$ cat src/rtl/crlc_pkg.sv
// Package of the CPU range list counter: parse phase type, character codes, control struct.
// Used by crlc_parse, crlc_finish and the top level; depends on nothing.
package crlc_pkg;

	typedef enum logic [2:0] {
		PH_START = 3'd0,
		PH_FIRST = 3'd1,
		PH_DASH  = 3'd2,
		PH_LAST  = 3'd3,
		PH_COMMA = 3'd4
	} phase_t;

	localparam logic [7:0] CH_ZERO  = 8'h30;
	localparam logic [7:0] CH_NINE  = 8'h39;
	localparam logic [7:0] CH_DASH  = 8'h2D;
	localparam logic [7:0] CH_COMMA = 8'h2C;

	typedef struct packed {
		phase_t phase;
		logic   err;
	} ctrl_t;

endpackage

$ cat src/rtl/crlc_span_add.sv
// Adds the members of an inclusive range to a count, saturating at the count's maximum.
// Flags a reversed range. Pure combinational; used by crlc_parse and crlc_finish.
module crlc_span_add #(
	parameter int NUM_WIDTH   = 16,
	parameter int COUNT_WIDTH = 32
) (
	input  logic [NUM_WIDTH-1:0]   first,
	input  logic [NUM_WIDTH-1:0]   last_value,
	input  logic [COUNT_WIDTH-1:0] count_in,
	output logic [COUNT_WIDTH-1:0] count_out,
	output logic                   reversed
);

	localparam int SW = ((NUM_WIDTH > COUNT_WIDTH) ? NUM_WIDTH : COUNT_WIDTH) + 1;

	logic [NUM_WIDTH-1:0] span;
	logic [SW-1:0]        total;

	assign reversed  = last_value < first;
	assign span      = last_value - first;
	assign total     = SW'(count_in) + SW'(span) + SW'(1);
	assign count_out = (|total[SW-1:COUNT_WIDTH]) ? '1 : total[COUNT_WIDTH-1:0];

endmodule

$ cat src/rtl/crlc_parse.sv
// Input register, list parser state and the snapshot register that hands a closed list on.
// Depends on crlc_pkg and crlc_span_add.
module crlc_parse #(
	parameter int NUM_WIDTH   = 16,
	parameter int COUNT_WIDTH = 32
) (
	input  logic                   clk,
	input  logic                   arst_n,
	input  logic                   in_valid,
	output logic                   in_stall,
	input  logic [7:0]             character,
	input  logic                   has_character,
	input  logic                   last,
	output logic                   snap_valid_s2,
	output crlc_pkg::ctrl_t        snap_ctrl_s2,
	output logic [NUM_WIDTH-1:0]   snap_number_s2,
	output logic [NUM_WIDTH-1:0]   snap_start_s2,
	output logic [COUNT_WIDTH-1:0] snap_count_s2,
	input  logic                   snap_ready
);

	localparam int AW = NUM_WIDTH + 4;

	logic                   valid_s1;
	logic [7:0]             char_s1;
	logic                   has_s1;
	logic                   last_s1;

	crlc_pkg::phase_t       phase_q;
	crlc_pkg::phase_t       phase_d;
	logic [NUM_WIDTH-1:0]   num_q;
	logic [NUM_WIDTH-1:0]   num_d;
	logic [NUM_WIDTH-1:0]   start_q;
	logic [NUM_WIDTH-1:0]   start_d;
	logic [COUNT_WIDTH-1:0] count_q;
	logic [COUNT_WIDTH-1:0] count_d;
	logic                   err_q;
	logic                   err_d;

	logic                   s2_free;
	logic                   adv1;
	logic                   take;
	logic                   is_digit;
	logic                   is_dash;
	logic                   is_comma;
	logic [3:0]             dval;
	logic [AW-1:0]          acc;
	logic                   ovf;
	logic [NUM_WIDTH-1:0]   close_first;
	logic [COUNT_WIDTH-1:0] close_sum;
	logic                   close_rev;

	assign s2_free  = !snap_valid_s2 || snap_ready;
	assign adv1     = valid_s1 && (!last_s1 || s2_free);
	assign in_stall = valid_s1 && !adv1;

	assign take     = has_s1 && !err_q;
	assign is_digit = (char_s1 >= crlc_pkg::CH_ZERO) && (char_s1 <= crlc_pkg::CH_NINE);
	assign is_dash  = char_s1 == crlc_pkg::CH_DASH;
	assign is_comma = char_s1 == crlc_pkg::CH_COMMA;
	assign dval     = char_s1[3:0];
	assign acc      = (AW'(num_q) << 3) + (AW'(num_q) << 1) + AW'(dval);
	assign ovf      = |acc[AW-1:NUM_WIDTH];

	assign close_first = (phase_q == crlc_pkg::PH_LAST) ? start_q : num_q;

	crlc_span_add #(
		.NUM_WIDTH  (NUM_WIDTH),
		.COUNT_WIDTH(COUNT_WIDTH)
	) u_close (
		.first     (close_first),
		.last_value(num_q),
		.count_in  (count_q),
		.count_out (close_sum),
		.reversed  (close_rev)
	);

	always_comb begin
		phase_d = phase_q;
		if (take) begin
			unique case (phase_q)
				crlc_pkg::PH_START, crlc_pkg::PH_COMMA: begin
					if (is_digit) phase_d = crlc_pkg::PH_FIRST;
				end
				crlc_pkg::PH_DASH: begin
					if (is_digit) phase_d = crlc_pkg::PH_LAST;
				end
				crlc_pkg::PH_FIRST: begin
					if (is_dash) phase_d = crlc_pkg::PH_DASH;
					else if (is_comma) phase_d = crlc_pkg::PH_COMMA;
				end
				crlc_pkg::PH_LAST: begin
					if (is_comma) phase_d = crlc_pkg::PH_COMMA;
				end
				default: phase_d = phase_q;
			endcase
		end
	end

	always_comb begin
		num_d   = num_q;
		start_d = start_q;
		count_d = count_q;
		err_d   = err_q;
		if (take) begin
			unique case (phase_q)
				crlc_pkg::PH_START, crlc_pkg::PH_COMMA, crlc_pkg::PH_DASH: begin
					if (is_digit) num_d = NUM_WIDTH'(dval);
					else err_d = 1'b1;
				end
				crlc_pkg::PH_FIRST: begin
					priority if (is_digit) begin
						if (ovf) err_d = 1'b1;
						else num_d = acc[NUM_WIDTH-1:0];
					end else if (is_dash) begin
						start_d = num_q;
						num_d   = '0;
					end else if (is_comma) begin
						count_d = close_sum;
						num_d   = '0;
					end else begin
						err_d = 1'b1;
					end
				end
				crlc_pkg::PH_LAST: begin
					priority if (is_digit) begin
						if (ovf) err_d = 1'b1;
						else num_d = acc[NUM_WIDTH-1:0];
					end else if (is_comma) begin
						if (close_rev) err_d = 1'b1;
						else count_d = close_sum;
						num_d = '0;
					end else begin
						err_d = 1'b1;
					end
				end
				default: err_d = 1'b1;
			endcase
		end
	end

	always_ff @(posedge clk or negedge arst_n) begin
		if (!arst_n) begin
			valid_s1 <= 1'b0;
		end else if (!valid_s1 || adv1) begin
			valid_s1 <= in_valid;
		end
	end

	always_ff @(posedge clk) begin
		if (in_valid && !in_stall) begin
			char_s1 <= character;
			has_s1  <= has_character;
			last_s1 <= last;
		end
	end

	always_ff @(posedge clk or negedge arst_n) begin
		if (!arst_n) begin
			phase_q <= crlc_pkg::PH_START;
			num_q   <= '0;
			start_q <= '0;
			count_q <= '0;
			err_q   <= 1'b0;
		end else if (adv1) begin
			if (last_s1) begin
				phase_q <= crlc_pkg::PH_START;
				num_q   <= '0;
				start_q <= '0;
				count_q <= '0;
				err_q   <= 1'b0;
			end else begin
				phase_q <= phase_d;
				num_q   <= num_d;
				start_q <= start_d;
				count_q <= count_d;
				err_q   <= err_d;
			end
		end
	end

	always_ff @(posedge clk or negedge arst_n) begin
		if (!arst_n) begin
			snap_valid_s2 <= 1'b0;
		end else if (s2_free) begin
			snap_valid_s2 <= adv1 && last_s1;
		end
	end

	always_ff @(posedge clk) begin
		if (adv1 && last_s1) begin
			snap_ctrl_s2.phase <= phase_d;
			snap_ctrl_s2.err   <= err_d;
			snap_number_s2     <= num_d;
			snap_start_s2      <= start_d;
			snap_count_s2      <= count_d;
		end
	end

endmodule

$ cat src/rtl/crlc_finish.sv
// Closes the last field of a finished list and holds the result in the output register.
// Depends on crlc_pkg and crlc_span_add.
module crlc_finish #(
	parameter int NUM_WIDTH   = 16,
	parameter int COUNT_WIDTH = 32
) (
	input  logic                   clk,
	input  logic                   arst_n,
	input  logic                   snap_valid_s2,
	input  crlc_pkg::ctrl_t        snap_ctrl_s2,
	input  logic [NUM_WIDTH-1:0]   snap_number_s2,
	input  logic [NUM_WIDTH-1:0]   snap_start_s2,
	input  logic [COUNT_WIDTH-1:0] snap_count_s2,
	output logic                   snap_ready,
	output logic                   out_valid,
	input  logic                   out_stall,
	output logic [COUNT_WIDTH-1:0] cpu_count,
	output logic                   malformed
);

	logic                   out_valid_q;
	logic [COUNT_WIDTH-1:0] count_q;
	logic                   malformed_q;
	logic [NUM_WIDTH-1:0]   close_first;
	logic [COUNT_WIDTH-1:0] close_sum;
	logic                   close_rev;
	logic [COUNT_WIDTH-1:0] count_f;
	logic                   err_f;

	assign snap_ready = !out_valid_q || !out_stall;
	assign close_first = (snap_ctrl_s2.phase == crlc_pkg::PH_LAST) ? snap_start_s2
		: snap_number_s2;

	crlc_span_add #(
		.NUM_WIDTH  (NUM_WIDTH),
		.COUNT_WIDTH(COUNT_WIDTH)
	) u_close (
		.first     (close_first),
		.last_value(snap_number_s2),
		.count_in  (snap_count_s2),
		.count_out (close_sum),
		.reversed  (close_rev)
	);

	always_comb begin
		count_f = snap_count_s2;
		err_f   = snap_ctrl_s2.err;
		if (!snap_ctrl_s2.err) begin
			unique case (snap_ctrl_s2.phase)
				crlc_pkg::PH_START: count_f = snap_count_s2;
				crlc_pkg::PH_FIRST, crlc_pkg::PH_LAST: begin
					if (close_rev) err_f = 1'b1;
					else count_f = close_sum;
				end
				default: err_f = 1'b1;
			endcase
		end
	end

	always_ff @(posedge clk or negedge arst_n) begin
		if (!arst_n) begin
			out_valid_q <= 1'b0;
		end else if (snap_ready) begin
			out_valid_q <= snap_valid_s2;
		end
	end

	always_ff @(posedge clk) begin
		if (snap_valid_s2 && snap_ready) begin
			count_q     <= err_f ? '0 : count_f;
			malformed_q <= err_f;
		end
	end

	assign out_valid = out_valid_q;
	assign cpu_count = count_q;
	assign malformed = malformed_q;

endmodule

$ cat src/rtl/cpu_range_list_counter_top.sv
// Top level of the CPU range list counter: counts the members of a list such as "0-3,8,10-11".
// Instantiates crlc_parse and crlc_finish; depends on crlc_pkg.
//
// The input channel carries one character of the list per request, with has_character
// telling whether the byte is real and last closing the list. The output channel carries
// one result per list: cpu_count, the number of members, and malformed, set when the list
// broke the syntax or range rules, in which case cpu_count is zero. An empty list gives
// zero and is not malformed. The count saturates at its maximum.
// A request is taken in every cycle while the output is not stalled, so the block runs
// at one character per clock. A result appears on out_valid once the request that carried
// last has passed the input register and parser, then the snapshot register, then the
// closing logic and output register.
// While the receiver stalls, the result holds, and requests keep being taken until a
// third finished list has nowhere to go; then in_stall rises.
// Reset clears the parser to the start of a list and drops every pending result.
module cpu_range_list_counter_top #(
	parameter int NUM_WIDTH   = 16,
	parameter int COUNT_WIDTH = 32
) (
	input  logic                   clk,
	input  logic                   arst_n,
	input  logic                   in_valid,
	output logic                   in_stall,
	input  logic [7:0]             character,
	input  logic                   has_character,
	input  logic                   last,
	output logic                   out_valid,
	input  logic                   out_stall,
	output logic [COUNT_WIDTH-1:0] cpu_count,
	output logic                   malformed
);

	logic                   snap_valid_s2;
	crlc_pkg::ctrl_t        snap_ctrl_s2;
	logic [NUM_WIDTH-1:0]   snap_number_s2;
	logic [NUM_WIDTH-1:0]   snap_start_s2;
	logic [COUNT_WIDTH-1:0] snap_count_s2;
	logic                   snap_ready;

	crlc_parse #(
		.NUM_WIDTH  (NUM_WIDTH),
		.COUNT_WIDTH(COUNT_WIDTH)
	) u_parse (
		.clk           (clk),
		.arst_n        (arst_n),
		.in_valid      (in_valid),
		.in_stall      (in_stall),
		.character     (character),
		.has_character (has_character),
		.last          (last),
		.snap_valid_s2 (snap_valid_s2),
		.snap_ctrl_s2  (snap_ctrl_s2),
		.snap_number_s2(snap_number_s2),
		.snap_start_s2 (snap_start_s2),
		.snap_count_s2 (snap_count_s2),
		.snap_ready    (snap_ready)
	);

	crlc_finish #(
		.NUM_WIDTH  (NUM_WIDTH),
		.COUNT_WIDTH(COUNT_WIDTH)
	) u_finish (
		.clk           (clk),
		.arst_n        (arst_n),
		.snap_valid_s2 (snap_valid_s2),
		.snap_ctrl_s2  (snap_ctrl_s2),
		.snap_number_s2(snap_number_s2),
		.snap_start_s2 (snap_start_s2),
		.snap_count_s2 (snap_count_s2),
		.snap_ready    (snap_ready),
		.out_valid     (out_valid),
		.out_stall     (out_stall),
		.cpu_count     (cpu_count),
		.malformed     (malformed)
	);

endmodule

$ cat config.mk
export PLATFORM = sky130hd
export DESIGN_NAME = cpu_range_list_counter_top
export DESIGN_NICKNAME = d
export VERILOG_FILES = /design/src/rtl/crlc_pkg.sv /design/src/rtl/crlc_span_add.sv /design/src/rtl/crlc_parse.sv /design/src/rtl/crlc_finish.sv /design/src/rtl/cpu_range_list_counter_top.sv
export SDC_FILE = /design/constraint.sdc
export NUM_CORES = 1
export LEC_CHECK = 0
export BUFFER_PORTS_ARGS = -buffer_cell sky130_fd_sc_hd__buf_2
export CAP_MARGIN = 20
export CORE_MARGIN = 2
export CORE_UTILIZATION = 30
export DETAILED_ROUTE_END_ITERATION = 12
export SLEW_MARGIN = 5
export SYNTH_ARGS = -nofsm -noshare
export SYNTH_HDL_FRONTEND = slang
export SYNTH_SLANG_ARGS = --single-unit
$ cat constraint.sdc
create_clock -name clk -period 12.3 [get_ports clk]
set_input_delay 1.23 -clock clk [delete_from_list [all_inputs] [get_ports clk]]
set_output_delay 1.23 -clock clk [all_outputs]
set_load 0.02 [all_outputs]
==> insert_results.sql, run 1 <==
INSERT INTO impl_metrics (metric_group, metric, value, unit) VALUES
('synthesis', 'combinational_family_with_the_most_area_after_synthesis', 'compound AO/OA/AOI/OAI gates', ''),
('sta', 'maxClockFrequency', '0.152', 'GHz'),
('floorplan', 'die_w', '213', 'um'),
('power', 'psw', '525', 'uW'),
('global_routing', 'grt_pass1_wl', '61000', 'um'),
('clock_tree', 'ctsResizeCount', '0', ''),
('synthesis', 'synth-compound-area-share', '23.8', '%'),
('detailed_routing', 'dr.first_iter.drc_count', '1074', ''),
('synthesis', 'synth.largest_area_cell', 'sky130_fd_sc_hd__edfxtp_1', ''),
('sta', 'period_minus_slack', '6.58', 'ns'),
('power', 'vdd_drop_max', '0.0804', 'mV'),
('worst_setup_path', 'worstSetupEndpointType', 'flop', ''),
('worst_setup_path', 'critical_path_class', 'flop to flop', ''),
('final_layout', 'nFillCells', '4421', ''),
('worst_setup_path', 'crit_chain', 'nor2b_1, nand2_1, buf_4, mux2i_1, ha_1, a21o_1, a31oi_1, a211oi_1, or3_1, a211o_1, o311ai_0, ha_1, a21o_1, nand2_1, o221ai_1, or2_0, a21oi_1, o21ai_0, nor2b_1, o22a_1', ''),
('run_status', 'run_status', 'completed', ''),
('clock_tree', 'clk-insertion-delay-late', '0.47', 'ns'),
('clock_tree', 'cts_hold_buffers', '0', ''),
('sta', 'worst_slew_margin_rel', '29.0', '%'),
('floorplan', 'initial_utilization', '30.4', '%'),
('synthesis', 'synth_fp_nets', '1498', ''),
('worst_setup_path', 'crit_required', '12.52', 'ns'),
('hold_path', 'worst_hold_path_type', 'flop to flop', ''),
('global_routing', 'gr-total-overflow', '0', ''),
('synthesis', 'synthDistinctLibCells', '82', ''),
('clock_tree', 'ctsLongestPathBuffers', '2', ''),
('worst_setup_path', 'worst-endpoint-arrival', '6.79', 'ns'),
('sta', 'fin_crit_sh', '53.5', '%'),
('synthesis', 'post_synth_instance_area', '13100', 'um^2'),
('synthesis', 'synth_sequential_area_ratio', '39.0', '%'),
('detailed_routing', 'drt_drc_violations_left', '0', ''),
('power', 'cellInternalPower', '1120', 'uW'),
('power', 'net_sw_share', '32.0', '%'),
('synthesis', 'syn-instance-count', '1381', ''),
('worst_setup_path', 'slowest_stage', 'sky130_fd_sc_hd__a21oi_1', ''),
('power', 'p_comb_share', '24.1', '%'),
('final_layout', 'n_antenna_cell', '0', ''),
('synthesis', 'synthesis.area_per_instance', '9.49', 'um^2'),
('clock_tree', 'clkSlewWorstSetupHoldPaths', '0.08', 'ns'),
('clock_tree', 'clkSinkCount', '182', ''),
('clock_tree', 'htreeDepth', '4', ''),
('final_layout', 'multi_input_comb_area', '7650', 'um^2'),
('final_layout', 'layout.nets', '1534', ''),
('power', 'cellPowerDensity', '112', 'nW/um^2'),
('sta', 'final_max_slew_viol_count', '0', ''),
('placement', 'finalWeightedCongestion', '0.949', ''),
('floorplan', 'core-area', '43100', 'um^2'),
('detailed_routing', 'post_detailed_route_via_to_cell_ratio', '5.51', ''),
('placement', 'detailedPlacementHpwl', '29800', 'um'),
('synthesis', 'ys_warn_count', '0', ''),
('clock_tree', 'cts_root_buffer', 'sky130_fd_sc_hd__clkbuf_16', ''),
('global_routing', 'grtUsageTotal', '17.6', '%'),
('sta', 'rsz0062_at_grt', 'false', ''),
('synthesis', 'synth_edf_count', '111', ''),
('sta', 'hold_viol', '0', ''),
('power', 'leakage', '0.00626', 'uW'),
('sta', 'worst_pin_slew', '1.07', 'ns'),
('clock_tree', 'cts_setup_buffers', '0', ''),
('sta', 'clock_skew', '0.0255', 'ns'),
('final_layout', 'mostFrequentLayoutCells', 'sky130_fd_sc_hd__nand2_1, sky130_fd_sc_hd__edfxtp_1, sky130_fd_sc_hd__a21oi_1, sky130_fd_sc_hd__o21ai_0, sky130_fd_sc_hd__ha_1', ''),
('synthesis', 'fraction_of_synthesized_cell_area_taken_by_the_top_area_cell_type', '25.4', '%'),
('clock_tree', 'tritoncts', 'built', ''),
('detailed_routing', 'drt_first_pass_iters', '5', ''),
('clock_tree', 'numCtsBuffers', '17', ''),
('global_routing', 'grt_antenna_before_repair', '2', ''),
('worst_setup_path', 'path_buf_inv', '1', ''),
('worst_setup_path', 'critPathMaxFanout', '16', ''),
('synthesis', 'yosys.area_share.simple', '16.4', '%'),
('synthesis', 'synth-adder-area-share', '10.2', '%'),
('flow_run', 'max_cap_viol_count', '0', ''),
('floorplan', 'die_height', '213', 'um');
-- worst paths after layout --
check                                      start                        end  slack [ns]  depth (start not counted)
max                           u_parse.phase_q[0]  u_parse.snap_count_s2[11]        5.72                         20
min                        u_parse.snap_valid_s2         u_finish.out_valid        0.51                          1
max reg2reg                   u_parse.phase_q[0]  u_parse.snap_count_s2[11]        5.72                         20
min reg2reg                u_parse.snap_valid_s2         u_finish.out_valid        0.51                          1
max in group asynchronous                 arst_n        u_parse.count_q[24]       11.10                          2
min in group asynchronous                 arst_n           u_parse.num_q[6]        0.62                          1
-- synthesized netlist by cell type, types with 27 or more instances --
master / number
sky130_fd_sc_hd__clkbuf_1: 39
sky130_fd_sc_hd__nor3_1: 32
sky130_fd_sc_hd__and3_1: 27
sky130_fd_sc_hd__ha_1: 97
sky130_fd_sc_hd__nand2_1: 143
sky130_fd_sc_hd__mux2i_1: 37
sky130_fd_sc_hd__nand3_1: 31
sky130_fd_sc_hd__a21o_1: 35
sky130_fd_sc_hd__dfrtp_1: 71
sky130_fd_sc_hd__nor2_1: 77
sky130_fd_sc_hd__edfxtp_1: 111
sky130_fd_sc_hd__a21oi_1: 108
sky130_fd_sc_hd__inv_1: 43
sky130_fd_sc_hd__xnor2_1: 32
sky130_fd_sc_hd__a22o_1: 47
sky130_fd_sc_hd__o21ai_0: 107
-- final cells by class --
class / instances / area share (%)
tap: 585 / 5.01
timing repair buffer: 65 / 2.76
inverter: 43 / 1.10
clock inverter: 12 / 0.625
sequential: 182 / 35.0
multi-input combinational: 1108 / 52.3
clock buffer: 20 / 3.20
-- routing by layer --
layer / vias to the layer above / part of all wire (%) / global-route usage, %
met2: 399 / 46 / 27.7
met3: 52 / 6.6 / 3.34
met5: - / 0.028 / 0
met4: 2 / 2.0 / 5.52
met1: 5309 / 45 / 24.3
li1: 5334 / - / -
-- per-stage QoR --
| step | instances | area, um^2 | hold slack, ns | setup WS [ns] |
|---|---|---|---|---|
| after detailed placement | 1980 | 14000 | 0.496 | 5.82 |
| final | 2015 | 14600 | 0.514 | 5.72 |
| after global placement | 1980 | 14000 | 0.490 | 6.10 |
| after floorplan | 1381 | 13100 | 0.465 | 6.77 |
| after CTS | 2012 | 14600 | 0.519 | 5.82 |
| after global routing | 2015 | 14600 | 0.531 | 5.25 |
-- logic make-up after synthesis --
family                   after synthesis
buffers and inverters                 91
multiplexers                          55
XOR/XNOR                              51
flip-flops                           182
AND/OR/NAND/NOR                      433
AO/OA/AOI/OAI                        466
adder cells (fa/ha/maj)              103
-- power by group through the flow --
stage | combinational [uW] | sequential [uW] | clock [uW]
global placement | 384 | 722 | 0
floorplan | 274 | 731 | 0
detailed placement | 388 | 723 | 0
finish | 395 | 709 | 537
global route | 438 | 713 | 570
CTS | 392 | 710 | 551
-- sequential cells by signal (all words and copies together), names as in the netlist, 3 cells and up --
register                flops
u_parse.start_q            16
u_parse.snap_count_s2      32
u_parse.snap_number_s2     16
u_parse.count_q            32
u_parse.num_q              16
u_parse.snap_start_s2      16
u_parse.char_s1             8
u_parse.phase_q             3
u_finish.cpu_count         32
u_parse.snap_ctrl_s2        4
(Power assumes the default switching activity.)
==> run 2, diff against run 1 <==
==> constraint.sdc (replaced) <==
create_clock -name clk -period 5.7 [get_ports clk]
set_input_delay 0.57 -clock clk [delete_from_list [all_inputs] [get_ports clk]]
set_output_delay 0.57 -clock clk [all_outputs]
set_load 0.02 [all_outputs]
==> run 2 against run 1 <==
Effect of this change: sequential power increased by 120%; maximum frequency increased by 21%; via count increased by 1.3%; highest routed layer is now met4; critical endpoint unchanged.
==> insert_results.sql, run 2 (synthesis gave the netlist of run 1 again) <==
INSERT INTO impl_metrics (metric_group, metric, value, unit) VALUES
('sta', 'clock_skew', '0.0151', 'ns'),
('detailed_routing', 'post_detailed_route_via_to_cell_ratio', '5.53', ''),
('sta', 'hold_viol', '0', ''),
('floorplan', 'die_height', '213', 'um'),
('sta', 'period_minus_slack', '5.42', 'ns'),
('detailed_routing', 'total_length_of_routed_wires', '38400', 'um'),
('clock_tree', 'cts_root_buffer', 'sky130_fd_sc_hd__clkbuf_16', ''),
('power', 'totalPowerFinal', '3580', 'uW'),
('sta', 'maxClockFrequency', '0.185', 'GHz'),
('sta', 'worst_slew_margin_rel', '36.6', '%'),
('final_layout', 'layout.nets', '1551', ''),
('sta', 'worst_pin_slew', '0.951', 'ns'),
('sta', 'fin_crit_sh', '95.0', '%'),
('sta', 'final_max_slew_viol_count', '0', ''),
('floorplan', 'core-area', '43100', 'um^2'),
('clock_tree', 'cts_setup_buffers', '0', ''),
('floorplan', 'placementRows', '76', ''),
('floorplan', 'die_w', '213', 'um'),
('power', 'leakage', '0.00633', 'uW'),
('floorplan', 'io-pin-count', '49', ''),
('power', 'cellPowerDensity', '242', 'nW/um^2'),
('global_routing', 'grt_pass1_vias', '10800', ''),
('flow_run', 'max_cap_viol_count', '0', ''),
('floorplan', 'die_area', '45400', 'um^2'),
('clock_tree', 'clkSinkCount', '182', ''),
('worst_setup_path', 'setup.reg_to_reg.worst_slack', '0.28', 'ns'),
('hold_path', 'worst_hold_path_type', 'input port to flop', ''),
('worst_setup_path', 'r2r.worst_path.cells', '24', ''),
('global_routing', 'grt_antenna_before_repair', '0', ''),
('placement', 'port-buffer-count', '48', ''),
('worst_setup_path', 'worst_setup_start_kind', 'flop', ''),
('final_layout', 'n_antenna_cell', '0', ''),
('detailed_routing', 'drt_drc_violations_left', '0', ''),
('power', 'vdd_drop_max', '0.216', 'mV'),
('worst_setup_path', 'worstReg2RegStart', 'u_parse.phase_q[0]', ''),
('final_layout', 'nFillCells', '4379', ''),
('global_routing', 'grt_pass1_wl', '60400', 'um'),
('detailed_routing', 'dr_total_vias', '11200', ''),
('hold_path', 'worst_min_delay_path_startpoint', 'last', ''),
('clock_tree', 'numCtsBuffers', '17', ''),
('worst_setup_path', 'worst-endpoint-arrival', '5.62', 'ns'),
('worst_setup_path', 'critical_path_class', 'flop to flop', ''),
('sta', 'setup_viol_count_final', '0', ''),
('worst_setup_path', 'crit_required', '5.90', 'ns'),
('placement', 'detailedPlacementHpwl', '29200', 'um'),
('hold_path', 'min_to', 'u_parse.last_s1', ''),
('final_layout', 'final_layout_size_suffix_gt1_share', '11.5', '%'),
('worst_setup_path', 'critPathMaxFanout', '6', ''),
('hold_path', 'holdPathStages', '1', ''),
('global_routing', 'grt_start_max_net_pins', '65', ''),
('final_layout', 'layout.cells.most_common', 'sky130_fd_sc_hd__nand2_1', ''),
('placement', 'finalWeightedCongestion', '0.914', ''),
('clock_tree', 'ctsLongestPathBuffers', '2', ''),
('sta', 'finalSetupTns', '0', 'ns'),
('clock_tree', 'htreeDepth', '4', ''),
('clock_tree', 'tritoncts', 'built', ''),
('detailed_routing', 'detail-route-antenna-nets', '0', ''),
('run_status', 'run_status', 'completed', ''),
('final_layout', 'flow.area_growth_from_synthesis', '12.9', '%'),
('global_routing', 'gr-total-overflow', '0', ''),
('detailed_routing', 'drt_first_pass_iters', '5', ''),
('detailed_routing', 'post_drt_wl_per_cell', '18.9', 'um'),
('detailed_routing', 'dr.first_iter.drc_count', '792', ''),
('floorplan', 'initial_utilization', '30.4', '%'),
('worst_setup_path', 'r2r_path_end', 'u_parse.snap_count_s2[11]', ''),
('clock_tree', 'clk-insertion-delay-late', '0.46', 'ns'),
('final_layout', 'mostFrequentLayoutCells', 'sky130_fd_sc_hd__nand2_1, sky130_fd_sc_hd__edfxtp_1, sky130_fd_sc_hd__o21ai_0, sky130_fd_sc_hd__a21oi_1, sky130_fd_sc_hd__ha_1', ''),
('global_routing', 'grtUsageTotal', '17.2', '%'),
('worst_setup_path', 'worstSetupEndpointType', 'flop', ''),
('clock_tree', 'clkSlewWorstSetupHoldPaths', '0.08', 'ns');
run 2: cell count changes in the layout (fill, tap and decap cells not counted), moves of 2 or more:
cell / previous run / this run
sky130_fd_sc_hd__clkinvlp_4: 0 / 2
sky130_fd_sc_hd__clkinv_8: 0 / 3
sky130_fd_sc_hd__inv_8: 2 / 4
sky130_fd_sc_hd__a21oi_2: 0 / 2
sky130_fd_sc_hd__a21oi_1: 108 / 106
sky130_fd_sc_hd__clkinv_2: 5 / 1
sky130_fd_sc_hd__buf_4: 16 / 32
run 2: critical path: stages (launching register included):
cell and delay, ns:
sky130_fd_sc_hd__dfrtp_1 0.42, sky130_fd_sc_hd__nor2b_1 0.23, sky130_fd_sc_hd__nand2_2 0.13, sky130_fd_sc_hd__mux2_2 0.24, sky130_fd_sc_hd__ha_1 0.13, sky130_fd_sc_hd__inv_1 0.06, sky130_fd_sc_hd__fa_1 0.41, sky130_fd_sc_hd__a211o_1 0.32
sky130_fd_sc_hd__a21o_1 0.20, sky130_fd_sc_hd__nand2_1 0.10, sky130_fd_sc_hd__nor2_1 0.06, sky130_fd_sc_hd__a41o_1 0.25, sky130_fd_sc_hd__a21o_1 0.17, sky130_fd_sc_hd__a21oi_1 0.16, sky130_fd_sc_hd__xnor2_1 0.21, sky130_fd_sc_hd__ha_1 0.31
sky130_fd_sc_hd__nand3_1 0.12, sky130_fd_sc_hd__or2_2 0.14, sky130_fd_sc_hd__o21ba_2 0.17, sky130_fd_sc_hd__or2_0 0.33, sky130_fd_sc_hd__a21oi_2 0.22, sky130_fd_sc_hd__buf_4 0.16, sky130_fd_sc_hd__o21ai_0 0.19, sky130_fd_sc_hd__nor2b_1 0.19
sky130_fd_sc_hd__o22a_1 0.21
run 2: area by class of cell:
class / instances / area (um^2) / share of cell area, %
Clock buffer: 17 / 425 / 2.88
Clock inverter: 15 / 158 / 1.07
Inverter: 43 / 161 / 1.09
Multi-Input combinational cell: 1108 / 7690 / 52.0
Sequential cell: 182 / 5110 / 34.5
Tap cell: 585 / 732 / 4.95
Timing Repair Buffer: 82 / 517 / 3.49
run 2: per-layer routing:
metal / global-route usage [%] / vias up / wire length (um)
met1: 23.6 / 5480 / 17900
met2: 27.4 / 327 / 17600
met4: 5.74 / 0 / 877
met3: 3.06 / 54 / 2020
met5: 0 / - / 0
li1: - / 5375 / -
run 2: worst max path at each step:
stage,to,slack [ns],from
2_1_floorplan,u_parse.snap_count_s2[26],0.17,u_parse.phase_q[0]
3_3_place_gp,u_parse.snap_count_s2[26],0.37,u_parse.phase_q[0]
3_5_place_dp,u_parse.snap_count_s2[11],0.23,u_parse.phase_q[0]
4_1_cts,u_parse.snap_count_s2[11],0.20,u_parse.phase_q[0]
5_1_grt,u_parse.snap_count_s2[24],-0.04,u_parse.phase_q[0]
6_report,u_parse.snap_count_s2[11],0.28,u_parse.phase_q[0]
run 2: where the power goes:
group / internal, uW / total, uW / switching [uW]
registers: 1480 / 1530 / 48.1
logic: 329 / 866 / 537
clock network: 584 / 1190 / 601
total: 2400 / 3580 / 1190
run 2: repair_timing:
action                                  CTS  global route
hold buffers                              1             0
endpoints found under the hold margin     7             0
resized for setup                         0            10
endpoints found under the setup margin    0            44
run 2: per-stage QoR:
stage	area, um^2	setup WS [ns]	hold WS, ns	utilization, %	std cells
2_1_floorplan	13100	0.174	0.274	-	1381
3_3_place_gp	14100	0.371	0.399	32.8	1997
3_5_place_dp	14100	0.227	0.399	32.8	1998
4_1_cts	14700	0.201	0.275	34.2	2031
5_1_grt	14800	-0.0358	0.283	34.3	2032
6_report	14800	0.284	0.291	34.3	2032
